$ cat src/hw/rtl/msed_pkg.sv
// Shared types, entity table and sizing constants for the markup strip unit.
package msed_pkg;

   localparam int LenWidth   = 12;
   localparam int QueueDepth = 4;
   localparam int EntDepth   = 6;
   localparam int NumEnt     = 6;
   localparam int CfgWidth   = 12;
   localparam int CsrAddrW   = 3;

   localparam logic [7:0] CharAmp   = 8'h26;
   localparam logic [7:0] CharLt    = 8'h3C;
   localparam logic [7:0] CharGt    = 8'h3E;
   localparam logic [6:0] CharSpace = 7'h20;

   // Register index of max_out_len, taken from paddr[2].
   localparam logic RegMaxOutLen = 1'b0;

   // Byte i of each entity name sits at bits [8*i +: 8].
   localparam logic [0:NumEnt-1][8*EntDepth-1:0] ENT_TEXT = '{
      {8'h00, ";", "p", "m", "a", "&"},
      {8'h00, 8'h00, ";", "t", "l", "&"},
      {8'h00, 8'h00, ";", "t", "g", "&"},
      {";", "t", "o", "u", "q", "&"},
      {";", "s", "o", "p", "a", "&"},
      {";", "p", "s", "b", "n", "&"}
   };
   localparam logic [0:NumEnt-1][2:0] ENT_LEN = '{3'd5, 3'd4, 3'd4, 3'd6, 3'd6, 3'd6};
   localparam logic [0:NumEnt-1][6:0] ENT_VALUE = '{
      7'h26, 7'h3C, 7'h3E, 7'h22, 7'h27, CharSpace
   };

   typedef struct packed {
      logic [6:0] ch;
      logic       is_end;
   } msed_item_type;

   typedef enum logic [3:0] {
      S_IDLE   = 4'b0001,
      S_EVAL   = 4'b0010,
      S_REPLAY = 4'b0100,
      S_END    = 4'b1000
   } msed_state_type;

endpackage

$ cat src/hw/rtl/markup_strip_entity_decode_unit.sv
// Top level of the markup strip and entity decode unit with its register port.
//
// Input channel: push a source byte with req_in_byte and req_is_last while full
// is low. Result channel: while empty is low, rsp_out_char / rsp_is_end hold the
// oldest result; pop takes it. Each field ends with one item with rsp_is_end set.
// Register max_out_len sits at byte address 0 of the APB-style port (pready is
// always high); it caps the characters emitted per field, reset value 255.
// The front sequencer takes each byte through accept, then evaluate, and takes
// no new byte before it is back in idle. A broken entity match first emits '&'
// and replays the buffered letters before the breaking byte is evaluated again;
// a field end emits the terminator, after first flushing '&' and the buffered
// letters when lookahead is pending. A result passes from the held byte through
// a queue slot into the result register before it shows on the ports.
// The front and the result register are decoupled by a four-entry queue; when
// the receiver stalls, results collect there and then full rises to hold input.
// Reset (synchronous) empties the queue and result register and clears tag,
// lookahead and length count; no clearing pass is needed.
module markup_strip_entity_decode_unit #(
   parameter int LEN_WIDTH   = msed_pkg::LenWidth,
   parameter int QUEUE_DEPTH = msed_pkg::QueueDepth
) (
   input  logic                          clock,
   input  logic                          reset,
   input  logic                          push,
   output logic                          full,
   input  logic [7:0]                    req_in_byte,
   input  logic                          req_is_last,
   output logic                          empty,
   input  logic                          pop,
   output logic [6:0]                    rsp_out_char,
   output logic                          rsp_is_end,
   input  logic                          psel,
   input  logic                          penable,
   input  logic                          pwrite,
   input  logic [msed_pkg::CsrAddrW-1:0] paddr,
   input  logic [31:0]                   pwdata,
   output logic [31:0]                   prdata,
   output logic                          pready
);

   logic [LEN_WIDTH-1:0]    max_len_ff, max_len_in;
   logic                    f_push, q_full, q_empty, q_pop;
   msed_pkg::msed_item_type f_item, h_item;
   logic                    reg_sel;

   assign pready  = 1'b1;
   assign reg_sel = (paddr[2] == msed_pkg::RegMaxOutLen);
   assign prdata  = reg_sel ? 32'(max_len_ff) : 32'd0;

   always_comb begin
      max_len_in = max_len_ff;
      if (psel && penable && pwrite && pready && reg_sel) begin
         max_len_in = LEN_WIDTH'(pwdata[msed_pkg::CfgWidth-1:0]);
      end
   end

   always_ff @(posedge clock) begin
      if (reset) begin
         max_len_ff <= LEN_WIDTH'(12'd255);
      end else begin
         max_len_ff <= max_len_in;
      end
   end

   msed_front u_front (
      .clock   (clock),
      .reset   (reset),
      .push    (push),
      .full    (full),
      .in_byte (req_in_byte),
      .is_last (req_is_last),
      .q_push  (f_push),
      .q_item  (f_item),
      .q_full  (q_full)
   );

   msed_queue #(.DEPTH(QUEUE_DEPTH)) u_queue (
      .clock   (clock),
      .reset   (reset),
      .wr_en   (f_push),
      .wr_item (f_item),
      .q_full  (q_full),
      .rd_en   (q_pop),
      .rd_item (h_item),
      .q_empty (q_empty)
   );

   msed_back #(.LEN_WIDTH(LEN_WIDTH)) u_back (
      .clock       (clock),
      .reset       (reset),
      .max_out_len (max_len_ff),
      .q_item      (h_item),
      .q_empty     (q_empty),
      .q_pop       (q_pop),
      .out_char    (rsp_out_char),
      .is_end      (rsp_is_end),
      .empty       (empty),
      .pop         (pop)
   );

endmodule

$ cat src/hw/rtl/msed_front.sv
// Front end: accepts bytes, tracks tags and entity lookahead, pushes output events.
module msed_front (
   input  logic                   clock,
   input  logic                   reset,
   input  logic                   push,
   output logic                   full,
   input  logic [7:0]             in_byte,
   input  logic                   is_last,
   output logic                   q_push,
   output msed_pkg::msed_item_type q_item,
   input  logic                   q_full
);

   msed_pkg::msed_state_type state_ff, state_in;
   logic [7:0] hold_byte_ff;
   logic       hold_last_ff;
   logic       inside_tag_ff, inside_tag_in;
   logic [2:0] fill_ff, fill_in;
   logic [2:0] idx_ff, idx_in;
   logic       end_flush_ff, end_flush_in;
   logic [7:0] ent_buf_ff [msed_pkg::EntDepth];
   logic       buf_we;
   logic [2:0] buf_wa;

   logic       ent_complete;
   logic       ent_prefix;
   logic [6:0] ent_value;
   logic       printable;

   assign full      = (state_ff != msed_pkg::S_IDLE);
   assign printable = !hold_byte_ff[7] && (hold_byte_ff[6:5] != 2'b00);

   // Compare the buffered prefix plus the held byte against every entity name.
   always_comb begin
      logic ok;
      ent_complete = 1'b0;
      ent_prefix   = 1'b0;
      ent_value    = 7'd0;
      for (int k = 0; k < msed_pkg::NumEnt; k++) begin
         ok = (({1'b0, fill_ff} + 4'd1) <= {1'b0, msed_pkg::ENT_LEN[k]});
         for (int i = 1; i < msed_pkg::EntDepth - 1; i++) begin
            if ((3'(i) < fill_ff) &&
                (ent_buf_ff[i] != msed_pkg::ENT_TEXT[k][8*i +: 8])) begin
               ok = 1'b0;
            end
         end
         if (msed_pkg::ENT_TEXT[k][{fill_ff, 3'b000} +: 8] != hold_byte_ff) begin
            ok = 1'b0;
         end
         if (ok) begin
            if (({1'b0, fill_ff} + 4'd1) == {1'b0, msed_pkg::ENT_LEN[k]}) begin
               ent_complete = 1'b1;
               ent_value    = msed_pkg::ENT_VALUE[k];
            end else begin
               ent_prefix = 1'b1;
            end
         end
      end
   end

   always_comb begin
      state_in      = state_ff;
      inside_tag_in = inside_tag_ff;
      fill_in       = fill_ff;
      idx_in        = idx_ff;
      end_flush_in  = end_flush_ff;
      buf_we        = 1'b0;
      buf_wa        = fill_ff;
      q_push        = 1'b0;
      q_item.ch     = 7'd0;
      q_item.is_end = 1'b0;
      case (state_ff)
         msed_pkg::S_IDLE: begin
            if (push) begin
               state_in = msed_pkg::S_EVAL;
            end
         end
         msed_pkg::S_EVAL: begin
            if (!q_full) begin
               state_in = msed_pkg::S_IDLE;
               if (fill_ff != 3'd0) begin
                  if (ent_complete) begin
                     q_push    = 1'b1;
                     q_item.ch = ent_value;
                     fill_in   = 3'd0;
                  end else if (ent_prefix) begin
                     buf_we  = 1'b1;
                     fill_in = fill_ff + 3'd1;
                  end else begin
                     // Broken match: emit '&', replay the letters, then re-evaluate.
                     q_push       = 1'b1;
                     q_item.ch    = msed_pkg::CharAmp[6:0];
                     idx_in       = 3'd1;
                     end_flush_in = 1'b0;
                     state_in     = msed_pkg::S_REPLAY;
                  end
               end else begin
                  if (hold_byte_ff == msed_pkg::CharLt) begin
                     inside_tag_in = 1'b1;
                  end else if (hold_byte_ff == msed_pkg::CharGt) begin
                     inside_tag_in = 1'b0;
                  end else if (inside_tag_ff) begin
                     // drop markup
                  end else if (hold_byte_ff == msed_pkg::CharAmp) begin
                     buf_we  = 1'b1;
                     buf_wa  = 3'd0;
                     fill_in = 3'd1;
                  end else if (printable) begin
                     q_push    = 1'b1;
                     q_item.ch = hold_byte_ff[6:0];
                  end
               end
               // Field end: flush pending lookahead, then close the field.
               if (hold_last_ff && (state_in == msed_pkg::S_IDLE)) begin
                  if (fill_in != 3'd0) begin
                     q_push       = 1'b1;
                     q_item.ch    = msed_pkg::CharAmp[6:0];
                     idx_in       = 3'd1;
                     end_flush_in = 1'b1;
                     state_in     = msed_pkg::S_REPLAY;
                  end else begin
                     state_in = msed_pkg::S_END;
                  end
               end
            end
         end
         msed_pkg::S_REPLAY: begin
            if (!q_full) begin
               if (idx_ff < fill_ff) begin
                  q_push    = 1'b1;
                  q_item.ch = ent_buf_ff[idx_ff][6:0];
                  idx_in    = idx_ff + 3'd1;
               end else begin
                  fill_in  = 3'd0;
                  state_in = end_flush_ff ? msed_pkg::S_END : msed_pkg::S_EVAL;
               end
            end
         end
         msed_pkg::S_END: begin
            if (!q_full) begin
               q_push        = 1'b1;
               q_item.is_end = 1'b1;
               inside_tag_in = 1'b0;
               fill_in       = 3'd0;
               state_in      = msed_pkg::S_IDLE;
            end
         end
         default: begin
            state_in = msed_pkg::S_IDLE;
         end
      endcase
   end

   always_ff @(posedge clock) begin
      if (reset) begin
         state_ff      <= msed_pkg::S_IDLE;
         inside_tag_ff <= 1'b0;
         fill_ff       <= 3'd0;
         idx_ff        <= 3'd0;
         end_flush_ff  <= 1'b0;
      end else begin
         state_ff      <= state_in;
         inside_tag_ff <= inside_tag_in;
         fill_ff       <= fill_in;
         idx_ff        <= idx_in;
         end_flush_ff  <= end_flush_in;
      end
   end

   always_ff @(posedge clock) begin
      if ((state_ff == msed_pkg::S_IDLE) && push) begin
         hold_byte_ff <= in_byte;
         hold_last_ff <= is_last;
      end
      if (buf_we) begin
         ent_buf_ff[buf_wa] <= hold_byte_ff;
      end
   end

`ifndef SYNTHESIS
   assert property (@(posedge clock) disable iff (reset)
      fill_ff < 3'(msed_pkg::EntDepth))
      else $error("entity fill out of range");
   assert property (@(posedge clock) disable iff (reset)
      (state_ff == msed_pkg::S_END) && !q_full |=> (fill_ff == 3'd0) && !inside_tag_ff)
      else $error("field state not cleared after terminator");
   assert property (@(posedge clock) disable iff (reset)
      (state_ff == msed_pkg::S_IDLE) |-> !q_push)
      else $error("event pushed while idle");
`endif

endmodule

$ cat src/hw/rtl/msed_queue.sv
// Short register queue of output events between front and back.
module msed_queue #(
   parameter int DEPTH = msed_pkg::QueueDepth
) (
   input  logic                    clock,
   input  logic                    reset,
   input  logic                    wr_en,
   input  msed_pkg::msed_item_type wr_item,
   output logic                    q_full,
   input  logic                    rd_en,
   output msed_pkg::msed_item_type rd_item,
   output logic                    q_empty
);

   localparam int PtrW = (DEPTH > 1) ? $clog2(DEPTH) : 1;
   localparam int CntW = $clog2(DEPTH + 1);

   msed_pkg::msed_item_type slot_ff [DEPTH];
   logic [PtrW-1:0] wr_ptr_ff, wr_ptr_in;
   logic [PtrW-1:0] rd_ptr_ff, rd_ptr_in;
   logic [CntW-1:0] count_ff, count_in;
   logic            do_wr, do_rd;

   assign q_full  = (count_ff == CntW'(DEPTH));
   assign q_empty = (count_ff == '0);
   assign do_wr   = wr_en && !q_full;
   assign do_rd   = rd_en && !q_empty;
   assign rd_item = slot_ff[rd_ptr_ff];

   always_comb begin
      wr_ptr_in = wr_ptr_ff;
      rd_ptr_in = rd_ptr_ff;
      count_in  = count_ff;
      if (do_wr) begin
         wr_ptr_in = (wr_ptr_ff == PtrW'(DEPTH - 1)) ? '0 : wr_ptr_ff + PtrW'(1);
      end
      if (do_rd) begin
         rd_ptr_in = (rd_ptr_ff == PtrW'(DEPTH - 1)) ? '0 : rd_ptr_ff + PtrW'(1);
      end
      if (do_wr && !do_rd) begin
         count_in = count_ff + CntW'(1);
      end else if (do_rd && !do_wr) begin
         count_in = count_ff - CntW'(1);
      end
   end

   always_ff @(posedge clock) begin
      if (reset) begin
         wr_ptr_ff <= '0;
         rd_ptr_ff <= '0;
         count_ff  <= '0;
      end else begin
         wr_ptr_ff <= wr_ptr_in;
         rd_ptr_ff <= rd_ptr_in;
         count_ff  <= count_in;
      end
   end

   always_ff @(posedge clock) begin
      if (do_wr) begin
         slot_ff[wr_ptr_ff] <= wr_item;
      end
   end

`ifndef SYNTHESIS
   assert property (@(posedge clock) disable iff (reset)
      count_ff <= CntW'(DEPTH))
      else $error("queue count overflow");
   assert property (@(posedge clock) disable iff (reset)
      (count_ff == '0) |-> (wr_ptr_ff == rd_ptr_ff))
      else $error("queue pointers disagree when empty");
`endif

endmodule

$ cat src/hw/rtl/msed_back.sv
// Back end: applies the per-field length limit and holds the result register.
module msed_back #(
   parameter int LEN_WIDTH = msed_pkg::LenWidth
) (
   input  logic                    clock,
   input  logic                    reset,
   input  logic [LEN_WIDTH-1:0]    max_out_len,
   input  msed_pkg::msed_item_type q_item,
   input  logic                    q_empty,
   output logic                    q_pop,
   output logic [6:0]              out_char,
   output logic                    is_end,
   output logic                    empty,
   input  logic                    pop
);

   logic                 out_valid_ff, out_valid_in;
   msed_pkg::msed_item_type out_ff;
   logic [LEN_WIDTH-1:0] count_ff, count_in;
   logic                 load;

   assign empty    = !out_valid_ff;
   assign out_char = out_ff.ch;
   assign is_end   = out_ff.is_end;

   always_comb begin
      q_pop    = !q_empty && (!out_valid_ff || pop);
      load     = 1'b0;
      count_in = count_ff;
      if (q_pop) begin
         if (q_item.is_end) begin
            load     = 1'b1;
            count_in = '0;
         end else if (count_ff < max_out_len) begin
            load     = 1'b1;
            count_in = count_ff + LEN_WIDTH'(1);
         end
         // otherwise drop the character past the limit
      end
      out_valid_in = out_valid_ff;
      if (load) begin
         out_valid_in = 1'b1;
      end else if (pop && out_valid_ff) begin
         out_valid_in = 1'b0;
      end
   end

   always_ff @(posedge clock) begin
      if (reset) begin
         out_valid_ff <= 1'b0;
         count_ff     <= '0;
      end else begin
         out_valid_ff <= out_valid_in;
         count_ff     <= count_in;
      end
   end

   always_ff @(posedge clock) begin
      if (load) begin
         out_ff <= q_item;
      end
   end

`ifndef SYNTHESIS
   assert property (@(posedge clock) disable iff (reset)
      q_pop |-> !q_empty)
      else $error("pop from empty queue");
   assert property (@(posedge clock) disable iff (reset)
      out_valid_ff && !pop |=> $stable(out_ff) && out_valid_ff)
      else $error("held result changed");
`endif

endmodule
$ cat config.mk
export PLATFORM = sky130hd
export DESIGN_NAME = markup_strip_entity_decode_unit
export DESIGN_NICKNAME = d
export VERILOG_FILES = /design/src/hw/rtl/msed_pkg.sv /design/src/hw/rtl/markup_strip_entity_decode_unit.sv /design/src/hw/rtl/msed_front.sv /design/src/hw/rtl/msed_queue.sv /design/src/hw/rtl/msed_back.sv
export SDC_FILE = /design/constraint.sdc
export NUM_CORES = 1
export LEC_CHECK = 0
export ABC_AREA = 1
export BUFFER_PORTS_ARGS = -buffer_cell sky130_fd_sc_hd__buf_2
export CORE_MARGIN = 2
export CORE_UTILIZATION = 35
export CTS_CLUSTER_SIZE = 30
export DETAILED_ROUTE_END_ITERATION = 8
export GPL_ROUTABILITY_DRIVEN = 0
export GPL_TIMING_DRIVEN = 0
export PLACE_DENSITY = 0.48
export SYNTH_ARGS = -nofsm -noshare
export SYNTH_HDL_FRONTEND = slang
export SYNTH_SLANG_ARGS = --single-unit
export TNS_END_PERCENT = 30
$ cat constraint.sdc
create_clock -name clock -period 5.33 [get_ports clock]
set_input_delay 0.2665 -clock clock [delete_from_list [all_inputs] [get_ports clock]]
set_output_delay 0.2665 -clock clock [all_outputs]
set_load 0.05 [all_outputs]
After elaboration in Yosys (flattened, before gate mapping)
Memory sizes are Yosys's and may differ from the RTL's. A register that Yosys moved wholly into a read port is not among the register bits.
Cells that the tools add are included.
{ "op_classes": {"bitwise": 2, "eq_ne": 47, "n_mux": 180, "reduce_logical": 55, "add_sub_neg": 8, "order_cmp": 9, "shifts": 6} }
{ "op_table": {"columns": ["op", "count"], "rows": [
  ["48-bit by 7-bit indexed part select with 8-bit output, first input constant", 6],
  ["7-bit 2-to-1 mux", 23],
  ["8-bit by 7-bit != test with 1-bit output, second input constant", 16],
  ["3-bit 2-to-1 mux", 33],
  ["1-bit 2-to-1 mux", 97],
  ["4-bit 2-to-1 mux", 12],
  ["8-bit != test", 6],
  ["12-bit 2-to-1 mux", 3],
  ["1-bit logical AND", 31],
  ["8-bit by 6-bit equality test with 1-bit output, second input constant", 3],
  ["4-bit by 3-bit equality test with 1-bit output, second input constant", 4],
  ["8-bit by 6-bit != test with 1-bit output, second input constant", 2],
  ["4-bit case mux with 4 select lines", 1],
  ["5-bit AND reduction", 3],
  ["7-bit case mux with 2 select lines", 1],
  ["12-bit by 1-bit adder with 12-bit output, second input constant", 1],
  ["4-bit by 3-bit <= comparator with 1-bit output, second input constant", 3],
  ["12-bit < comparator", 1],
  ["6-bit 2-to-1 mux", 2],
  ["2-bit != test, second input constant", 6],
  ["2-bit nonzero test", 6],
  ["3-bit by 1-bit adder with 3-bit output, second input constant", 3],
  ["3-bit case mux with 3 select lines", 1],
  ["3-bit nonzero test", 3],
  ["26 further kinds", 40]
]} }
{ "word_totals": {"mem_count": 2, "in_bits": 51, "word_cells": 324, "ramBits": 80, "out_inout_bits": 43, "register_bits": 61} }
{ "memory_table": {"columns": ["name", "words", "width", "read_ports", "rd_clocked_by_memory_dff", "write_ports", "line_no", "text"], "rows": [
  ["u_front.ent_buf_ff", 6, 8, 5, 1, 1, "msed_front.sv:21", "logic [7:0] ent_buf_ff [msed_pkg::EntDepth];"],
  ["u_queue.slot_ff", 4, 8, 1, 1, 1, "msed_queue.sv:18", "msed_pkg::msed_item_type slot_ff [DEPTH];"]
]} }

Logic depth before layout (Yosys ltp)
Gate-level depths: netlist of run 1.
An unclocked memory read counts as a cell.
{ "logic_depth": {"word_depth": 34, "ltp_mapped": 31, "ltp_nobuf": 30} }

Modules after synthesis
Synthesis of run 1 repeated with hierarchy kept, for this count alone.
{ "unflattened": {"hier_cells": 1181, "hier_area_um2": 9143.8} }
{ "by_module_without_submodules": {"columns": ["mod", "cells_each", "area_each_um2", "seq_area_each_um2", "n_inst"], "rows": [
  ["msed_front", 733, 5391.4, 2372.3, 1],
  ["msed_queue", 147, 1697.9, 1141.1, 1],
  ["msed_back", 186, 1323.8, 500.5, 1],
  ["markup_strip_entity_decode_unit", 115, 730.7, 240.2, 1]
]} }

Worst setup path before layout of run 1
Ideal clock, no wire load.
{ "synth_timing": {"kind": "reg-to-reg", "start": "register u_front.fill_ff[0]", "end": "register u_queue.count_ff[2]", "path_stages_with_launch": 30, "setup_ns": 0.122, "slack_ns": 1.603, "required_time_ns": 5.208, "arrival_ns": 3.605, "synth_period_minus_slack_ns": 3.727, "path_buffers": 1, "cell_sequence": "dfxtp_1 > buf_4 > inv_2 > ha_1 > nand2_1 > nand2_1 > a21oi_1 > nand2_1 > nor2_2 > nand3_1 > nand2_1 > nand2_1 > nand2_1 > inv_2 > nand2_2 > nand2_1 > nand2_2 > nand2_2 > nand2_2 > nand2_2 > nand2_2 > nand3_4 > nand2_4 > ha_1 > inv_1 > fa_1 > a21oi_1 > o21ai_0 > o21ai_0 > a21oi_1"} }
{ "synth_between": {"elab_chain_cells": 32, "elab_cells_between_ends": 131, "classes_between": "add/sub: 2; order compare: 8; eq/ne: 10; shift: 6; mux: 78; reduce/logical: 27"} }
{ "synth_rtl": {"columns": ["item", "line_no", "text"], "rows": [
  ["start, declared", "msed_front.sv:18", "logic [2:0] fill_ff, fill_in;"],
  ["start signal, assigned", "msed_front.sv:164", "fill_ff <= fill_in;"],
  ["3-bit by 1-bit adder with 4-bit output or 1-bit by 3-bit < comparator with 1-bit output (tied branches)", "msed_front.sv:40, msed_front.sv:51, msed_front.sv:42", null],
  ["4-bit by 3-bit <= comparator with 1-bit output or 1-bit logical AND (tied branches)", "msed_front.sv:40, msed_front.sv:42", null],
  ["1-bit 2-to-1 mux (4 in series)", "msed_front.sv:42", "if ((3'(i) < fill_ff) &&"],
  ["1-bit 2-to-1 mux", "msed_front.sv:47", "if (msed_pkg::ENT_TEXT[k][{fill_ff, 3'b000} +: 8] != hold_byte_ff) begin"],
  ["1-bit 2-to-1 mux", "msed_front.sv:50", "if (ok) begin"],
  ["1-bit 2-to-1 mux", "msed_front.sv:51", "if (({1'b0, fill_ff} + 4'd1) == {1'b0, msed_pkg::ENT_LEN[k]}) begin"],
  ["1-bit 2-to-1 mux", "msed_front.sv:50", null],
  ["1-bit 2-to-1 mux", "msed_front.sv:51", null],
  ["[... 14 more ...]", null, null],
  ["1-bit 2-to-1 mux", "msed_front.sv:114", "if (hold_last_ff && (state_in == msed_pkg::S_IDLE)) begin"],
  ["1-bit 2-to-1 mux", "msed_front.sv:79", "if (!q_full) begin"],
  ["1-bit case mux with 3 select lines *", "msed_front.sv:72", "case (state_ff)"],
  ["1-bit logical AND *", "msed_queue.sv:26", "assign do_wr = wr_en && !q_full;"],
  ["named net u_queue.do_wr", "msed_queue.sv:22", "logic do_wr, do_rd;"],
  ["1-bit zero test", "msed_queue.sv:42", "end else if (do_rd && !do_wr) begin"],
  ["1-bit logical AND", "msed_queue.sv:42", null],
  ["2-bit nonzero test (no source line)", null, null],
  ["end signal, assigned", "msed_queue.sv:55", "count_ff <= count_in;"],
  ["end, declared", "msed_queue.sv:21", "logic [CntW-1:0] count_ff, count_in;"]
]} }
The timed path passes the listed nets; every way through them passes the cells marked *. The select of a mux whose other input is x is not followed.
A chain may end at the register's enable or synchronous reset.

Final worst setup path of run 1
Ends and elaborated chain as after synthesis.

==> results of run 1 <==
[worst max-delay path: cells and delay by family, from the launching register on]
kind	cells	cell delay [ns]
simple gates	17	1.76
buf+inv	4	0.56
fa+ha+maj	3	1.02
compound gates	5	0.58
flops	1	0.52
[sequential cells by signal, indices dropped and copies added (netlist names), 4 cells and up, named ones only]
signal	flops
max_len_ff	12
u_back.count_ff	12
u_back.out_char	7
u_front.ent_buf_ff	60
u_front.hold_byte_ff	8
u_front.state_ff	4
u_queue.slot_ff	32
[report_power, final]
| group | internal, mW | switching (mW) |
|---|---|---|
| combinational | 0.197 | 0.547 |
| sequential | 1.44 | 0.0863 |
| clock | 0.710 | 0.553 |
[layer usage]
metal | global-route usage | vias to the layer above | part of all wire
met5 | 0 | - | 0
met4 | 0.0583 | 0 | 0.018
met3 | 0.0280 | 35 | 0.036
met2 | 0.323 | 181 | 0.48
met1 | 0.258 | 3451 | 0.46
li1 | - | 3793 | -
[kinds of logic (layout without fill, tap and decap cells)]
family                     after synthesis  after routing  synth area share
and+or+nand+nor                        517            517             0.252
AOI/OAI and AO/OA                      192            192             0.122
DFF                                    158            158             0.481
buffers and inverters                  181            271            0.0913
other                                    2             28          0.000850
xor gates and xnor gates                 7              7           0.00694
adders and majority gates               31             31            0.0447
[per-stage QoR]
stage	power, mW	instances	worst slack (ns)	cell area (sq um)
final	3.53	1534	0.765	10300
after global routing	3.71	1534	0.336	10300
after CTS	3.57	1534	0.679	10300
after detailed placement	2.30	1494	0.696	9600
after global placement	2.29	1494	0.622	9600
after floorplan	2.08	1114	1.60	8940
[repair_timing]
action / in CTS / in global routing
resized for setup: 0 / 0
setup endpoints to repair: 0 / 0
hold buffers: 8 / 0
hold endpoints to repair: 8 / 0
[cells in the final DEF (no fill, tap or decap), types with 4 or more instances in the layout]
cell type,n
inv_2,10
clkbuf_16,17
edfxtp_1,109
nor2_1,149
inv_8,4
o211ai_1,10
buf_2,54
a31oi_1,4
dlygate4sd3_1,8
inv_1,120
xor2_1,4
nor2_2,6
conb_1,28
o21ai_1,6
ha_1,30
nand2_2,14
nand3_1,59
clkbuf_1,15
nand4_1,16
nor3_1,11
a22oi_1,4
a211oi_1,6
dfxtp_1,49
o21ai_0,71
buf_4,25
o22ai_1,9
a21oi_1,69
nand2_1,243
[worst max-delay path by stage]
stage | depth (start not counted) | end | slack [ns]
after floorplan | 29 | u_queue.count_ff[2] | 1.60
after global placement | 22 | u_front.ent_buf_ff[5][5] | 0.62
after detailed placement | 22 | u_front.ent_buf_ff[5][6] | 0.70
after CTS | 22 | u_front.ent_buf_ff[5][5] | 0.68
after global routing | 29 | u_queue.count_ff[2] | 0.34
final | 29 | u_queue.count_ff[2] | 0.76
[area by class of cell]
| cell class | instances | area [sq um] |
|---|---|---|
| tap | 330 | 413 |
| multi-input combinational | 775 | 3880 |
| sequential | 158 | 4250 |
| timing repair buffer | 58 | 330 |
| clock buffer | 17 | 425 |
| clock inverter | 15 | 181 |
| inverter | 133 | 502 |
| fill | 2568 | 14700 |
| buffer | 48 | 305 |
==> out/qor.csv, run 1 <==
metric,value,unit
antenna_found_initial,0,
clock.fmax,219,MHz
cts_tree,built,
critical_path_arrival,4.89,ns
slew_violations,0,
hold_depth,1,
async_flop_share,0,
maxCapViolations,0,
rsz0062_at_grt,no,
outcome,"finished, final reports clean",
grt_pass1_vias,7055,
critPathSlowestCell,dfxtp_1,
dieArea,26500,sq um
critPathKind,flip-flop to flip-flop,
cts_setup_buffers,0,
grt-ovfl-total,0,
slew_headroom,0.239,
irDropWorstVdd,0.000245,V
vias_per_cell,4.86,
min_to,u_front.hold_last_ff,
wl_per_cell,16.2,microns
synth_area_leaders,"edfxtp_1 (37%), dfxtp_1 (11%), nand2_1 (10%)",
cp_data_required_time,5.65,ns
critPathMaxFanout,10,
path_clk_slew,0.07,ns
fin_util,0.412,
powerDensity,343,nW/um^2
start_util,0.354,
area_growth,16.4,%
fp.dieW,163,microns
ys_types,53,
r2r_cells,29,
diodes,0,
reg2reg_to,u_queue.count_ff[2],
grt_usage,0.193,
setup_viol,0,
clock_skew,0.0132,ns
yosysWarnings,0,
synthFlopType,edfxtp_1,
vias,7460,
drtAntennaViolNets,0,
hold_ws,0.0234,ns
finalSetupTns,0,ns
cts.sink_count,158,
cp-end-kind,flip-flop,
synth-edff-count,109,
period_needed,4.57,ns
hold_viol,0,
regToRegSetupSlack,0.76,ns
yosysSeqAreaShare,0.481,
slowest_delay,0.52,ns
wirelength,24800,microns
critical_path.startpoint,u_front.fill_ff[0],
worstHoldPathType,primary input to flip-flop,
die_y,163,microns
drt_iter0_markers,661,
dp_hpwl,18500,microns
startpoint_type,flip-flop,
synth_common_cells,"nand2_1 (243), nor2_1 (149), inv_1 (120)",
synth_top_area_cell,edfxtp_1,
cts_buffer_depth,2,
cts_root_buf,clkbuf_16,
tightestPinTransition,1.13,ns
cp_common_cell,nand2_1,
rows,58,
synthesis.instances,1088,
htreeDepth,4,
insertion_delay,0.43,ns
core,25000,sq um
grt_max_degree,17,
synth_area,8840,sq um
grt_pass1_wl,38900,microns
port_buffers,50,
post-route-period-util,0.857,
avgSynthCellArea,8.12,sq um
p_leak,4.44,nW
drive_gt1_frac,0.134,
hp-start,req_is_last,
nets,1273,
ioPinCount,94,
first_pass_iters,5,
worstReg2RegStart,u_front.fill_ff[0],
synth_top_area_share,0.370,
ys_seq_elements,158,
cts_buffers,17,
route.detailed.drc,0,
synth.most_common_cell,nand2_1,
No activity file was read; power rests on OpenSTA's default activity.
==> inputs of run 2 (changes only) <==
--- a/config.mk
+++ b/config.mk
@@ -5,7 +5,6 @@
 export SDC_FILE = /design/constraint.sdc
 export NUM_CORES = 1
 export LEC_CHECK = 0
-export ABC_AREA = 1
 export BUFFER_PORTS_ARGS = -buffer_cell sky130_fd_sc_hd__buf_2
 export CORE_MARGIN = 2
 export CORE_UTILIZATION = 35
==> out/qor.csv, run 2 <==
metric,value,unit
largest_register_ffs,60,
rows,57,
synth_top_area_share,0.379,
synth.most_common_cell,edfxtp_1,
critPathKind,flip-flop to flip-flop,
p_switching,1.12,mW
synth_area_leaders,"edfxtp_1 (38%), dfxtp_1 (11%), mux4_2 (5.7%)",
wl_per_cell,18.8,microns
p_leak,3.74,nW
p_sw_frac,0.331,
grt_max_degree,18,
synth-edff-count,109,
cp-end-kind,flip-flop,
synth_top_area_cell,edfxtp_1,
clkPwrFrac,0.351,
grt_usage,0.180,
final_area,10200,sq um
vias,6540,
area_growth,18.5,%
pwr-share-comb,0.209,
start_util,0.356,
dp_hpwl,16800,microns
reg2reg_to,u_queue.count_ff[2],
cts_root_buf,clkbuf_16,
worstHoldPathType,primary input to flip-flop,
vias_per_cell,5.30,
final_cell_mix,"edfxtp_1 (109), nor2_1 (56), buf_2 (55)",
ys_seq_elements,158,
dpl.cell_count,1181,
ys_types,88,
drive_gt1_frac,0.200,
htreeDepth,4,
multi_input_area,4070,sq um
ioPinCount,94,
die_y,161,microns
first_pass_iters,5,
wirelength,23100,microns
maxCapViolations,0,
cts.sink_count,158,
hold_viol,0,
synthesis.instances,779,
path_clk_slew,0.07,ns
outcome,"finished, final reports clean",
path_cells,"buf_4, clkinvlp_4, ha_1, buf_4, nor2_1, xnor2_1, or4_1, a2111oi_4, and2_1, o211ai_1, and3_1, buf_6, or3_4, a311oi_4, inv_1, ha_1, inv_1, fa_1, xor2_1, or3_1, a21oi_1",
power,3.39,mW
p_int,2.26,mW
critical_path_arrival,5.38,ns
avgSynthCellArea,11.1,sq um
yosysSeqAreaShare,0.493,
grt_pass1_vias,6146,
cts_buffers,17,
slew_headroom,0.164,
synthFlopType,edfxtp_1,
tightestPinTransition,1.24,ns
clock.fmax,199,MHz
fillers,2376,
grt-ovfl-total,0,
irDropWorstVdd,0.000190,V
min_to,max_len_ff[0],
insertion_delay,0.43,ns
synth_fa_ha_area_frac,0.0458,
route.detailed.drc,0,
slowest_delay,0.60,ns
nets,978,
synth_top_family_by_area,simple AND/OR/NAND/NOR gates,
synth-compound-area-share,0.142,
period_needed,5.03,ns
placed_area,9430,sq um
post-route-period-util,0.943,
slew_violations,0,
diodes,0,
drt_iter0_markers,453,
worstReg2RegStart,u_front.fill_ff[1],
reg.largest.list,"u_front.ent_buf_ff: 60 flops, u_queue.slot_ff: 32 flops",
largest_register,u_front.ent_buf_ff,
core,24200,sq um
yosysWarnings,0,
synth_area,8640,sq um
synth_mux_area_frac,0.0701,
fin_util,0.422,
synth_common_cells,"edfxtp_1 (109), nor2_1 (56), nand2_1 (52)",
critPathMaxFanout,10,
dieArea,26000,sq um
port_buffers,49,
powerDensity,331,nW/um^2
synth_xor_area_frac,0.0264,
rsz0062_at_grt,no,
ff_latch_area,4260,sq um
drtAntennaViolNets,0,
critPathSlowestCell,or4_1,
cts_tree,built,
setup_viol,0,
antenna_found_initial,0,
pwr-share-seq,0.440,
startpoint_type,flip-flop,
hp-start,pwdata[0],
grt_pass1_wl,35900,microns
hold_depth,3,
cp_data_required_time,5.69,ns
cts_buffer_depth,2,
final_common_cell,edfxtp_1,
yosys.area_share.simple,0.169,
final_cells,1233,
r2r_cells,21,
clock_skew,0.0147,ns
regToRegSetupSlack,0.30,ns
fp.dieW,161,microns
async_flop_share,0,
## run 2: cell types whose count changed in the layout (fill, tap and decap cells not counted), moves of 33 or more
cell / change
a21oi_1: -33
nand2_1: -191
inv_1: -86
nand3_1: -36
nor2_1: -93
o21ai_0: -49
## run 2: logic make-up after synthesis
group | count (synthesis)
AO/OA/AOI/OAI | 167
buffers and inverters | 95
multiplexers | 33
flip-flops | 158
XOR/XNOR | 26
other | 2
AND/OR/NAND/NOR | 267
adder cells (fa/ha/maj) | 31
## run 2: per-stage QoR
step                hold WS (ns)  TNS (ns)  setup WS, ns
finish                    0.0622         0         0.304
global route              0.0628         0       0.00546
CTS                       0.0520         0        0.0289
detailed placement         0.445    -12.51        -0.691
global placement           0.443    -31.39        -0.906
floorplan                  0.365         0         0.327
## run 2: power by group through the flow
stage | registers, mW | clock network [mW] | logic (mW)
after floorplan | 1.60 | 0 | 0.438
after global placement | 1.52 | 0 | 0.694
after detailed placement | 1.52 | 0 | 0.698
after CTS | 1.49 | 1.21 | 0.707
after global routing | 1.50 | 1.27 | 0.779
final | 1.49 | 1.19 | 0.707
## run 2: cell type report
cell class,instances,area share
inverter,36,0.0139
buffer,59,0.0326
multi-input combinational,552,0.398
clock buffer,18,0.0419
tap,324,0.0396
timing repair buffer,72,0.0430
clock inverter,14,0.0144
sequential,158,0.417
## run 2: what timing repair did
item                       4_1_cts  5_1_grt
hold endpoints to repair         9        0
pin swaps                        2        2
setup buffers                    8        3
hold buffers                     9        0
setup endpoints to repair       57        2
gates resized for setup         10        7
## run 2: how the worst max path moves through the flow
stage | from | endpoint | slack, ns | cells after the start
after floorplan | u_front.fill_ff[0] | u_queue.count_ff[2] | 0.33 | 21
after global routing | u_front.fill_ff[2] | u_queue.count_ff[2] | 0.005 | 20
after detailed placement | u_front.fill_ff[0] | u_queue.count_ff[2] | -0.69 | 21
after CTS | u_front.fill_ff[1] | u_queue.count_ff[2] | 0.03 | 21
after global placement | u_front.fill_ff[0] | u_front.ent_buf_ff[3][7] | -0.91 | 15
final | u_front.fill_ff[1] | u_queue.count_ff[2] | 0.30 | 21
## run 2: worst max-delay path, delay by kind of cell, from the launching register on
kind,cells,cell delay [ns]
flops,1,0.44
simple gates,6,1.86
compound gates,4,0.97
buf+inv,6,0.83
xor+xnor,2,0.16
fa+ha+maj,3,0.67
## run 2: layer usage
layer	global-route usage	vias to the layer above	routed length, microns
li1	-	3157	-
met1	0.245	3199	10700
met2	0.296	162	11100
met3	0.0329	22	939
met4	0.0487	0	329
met5	0	-	0
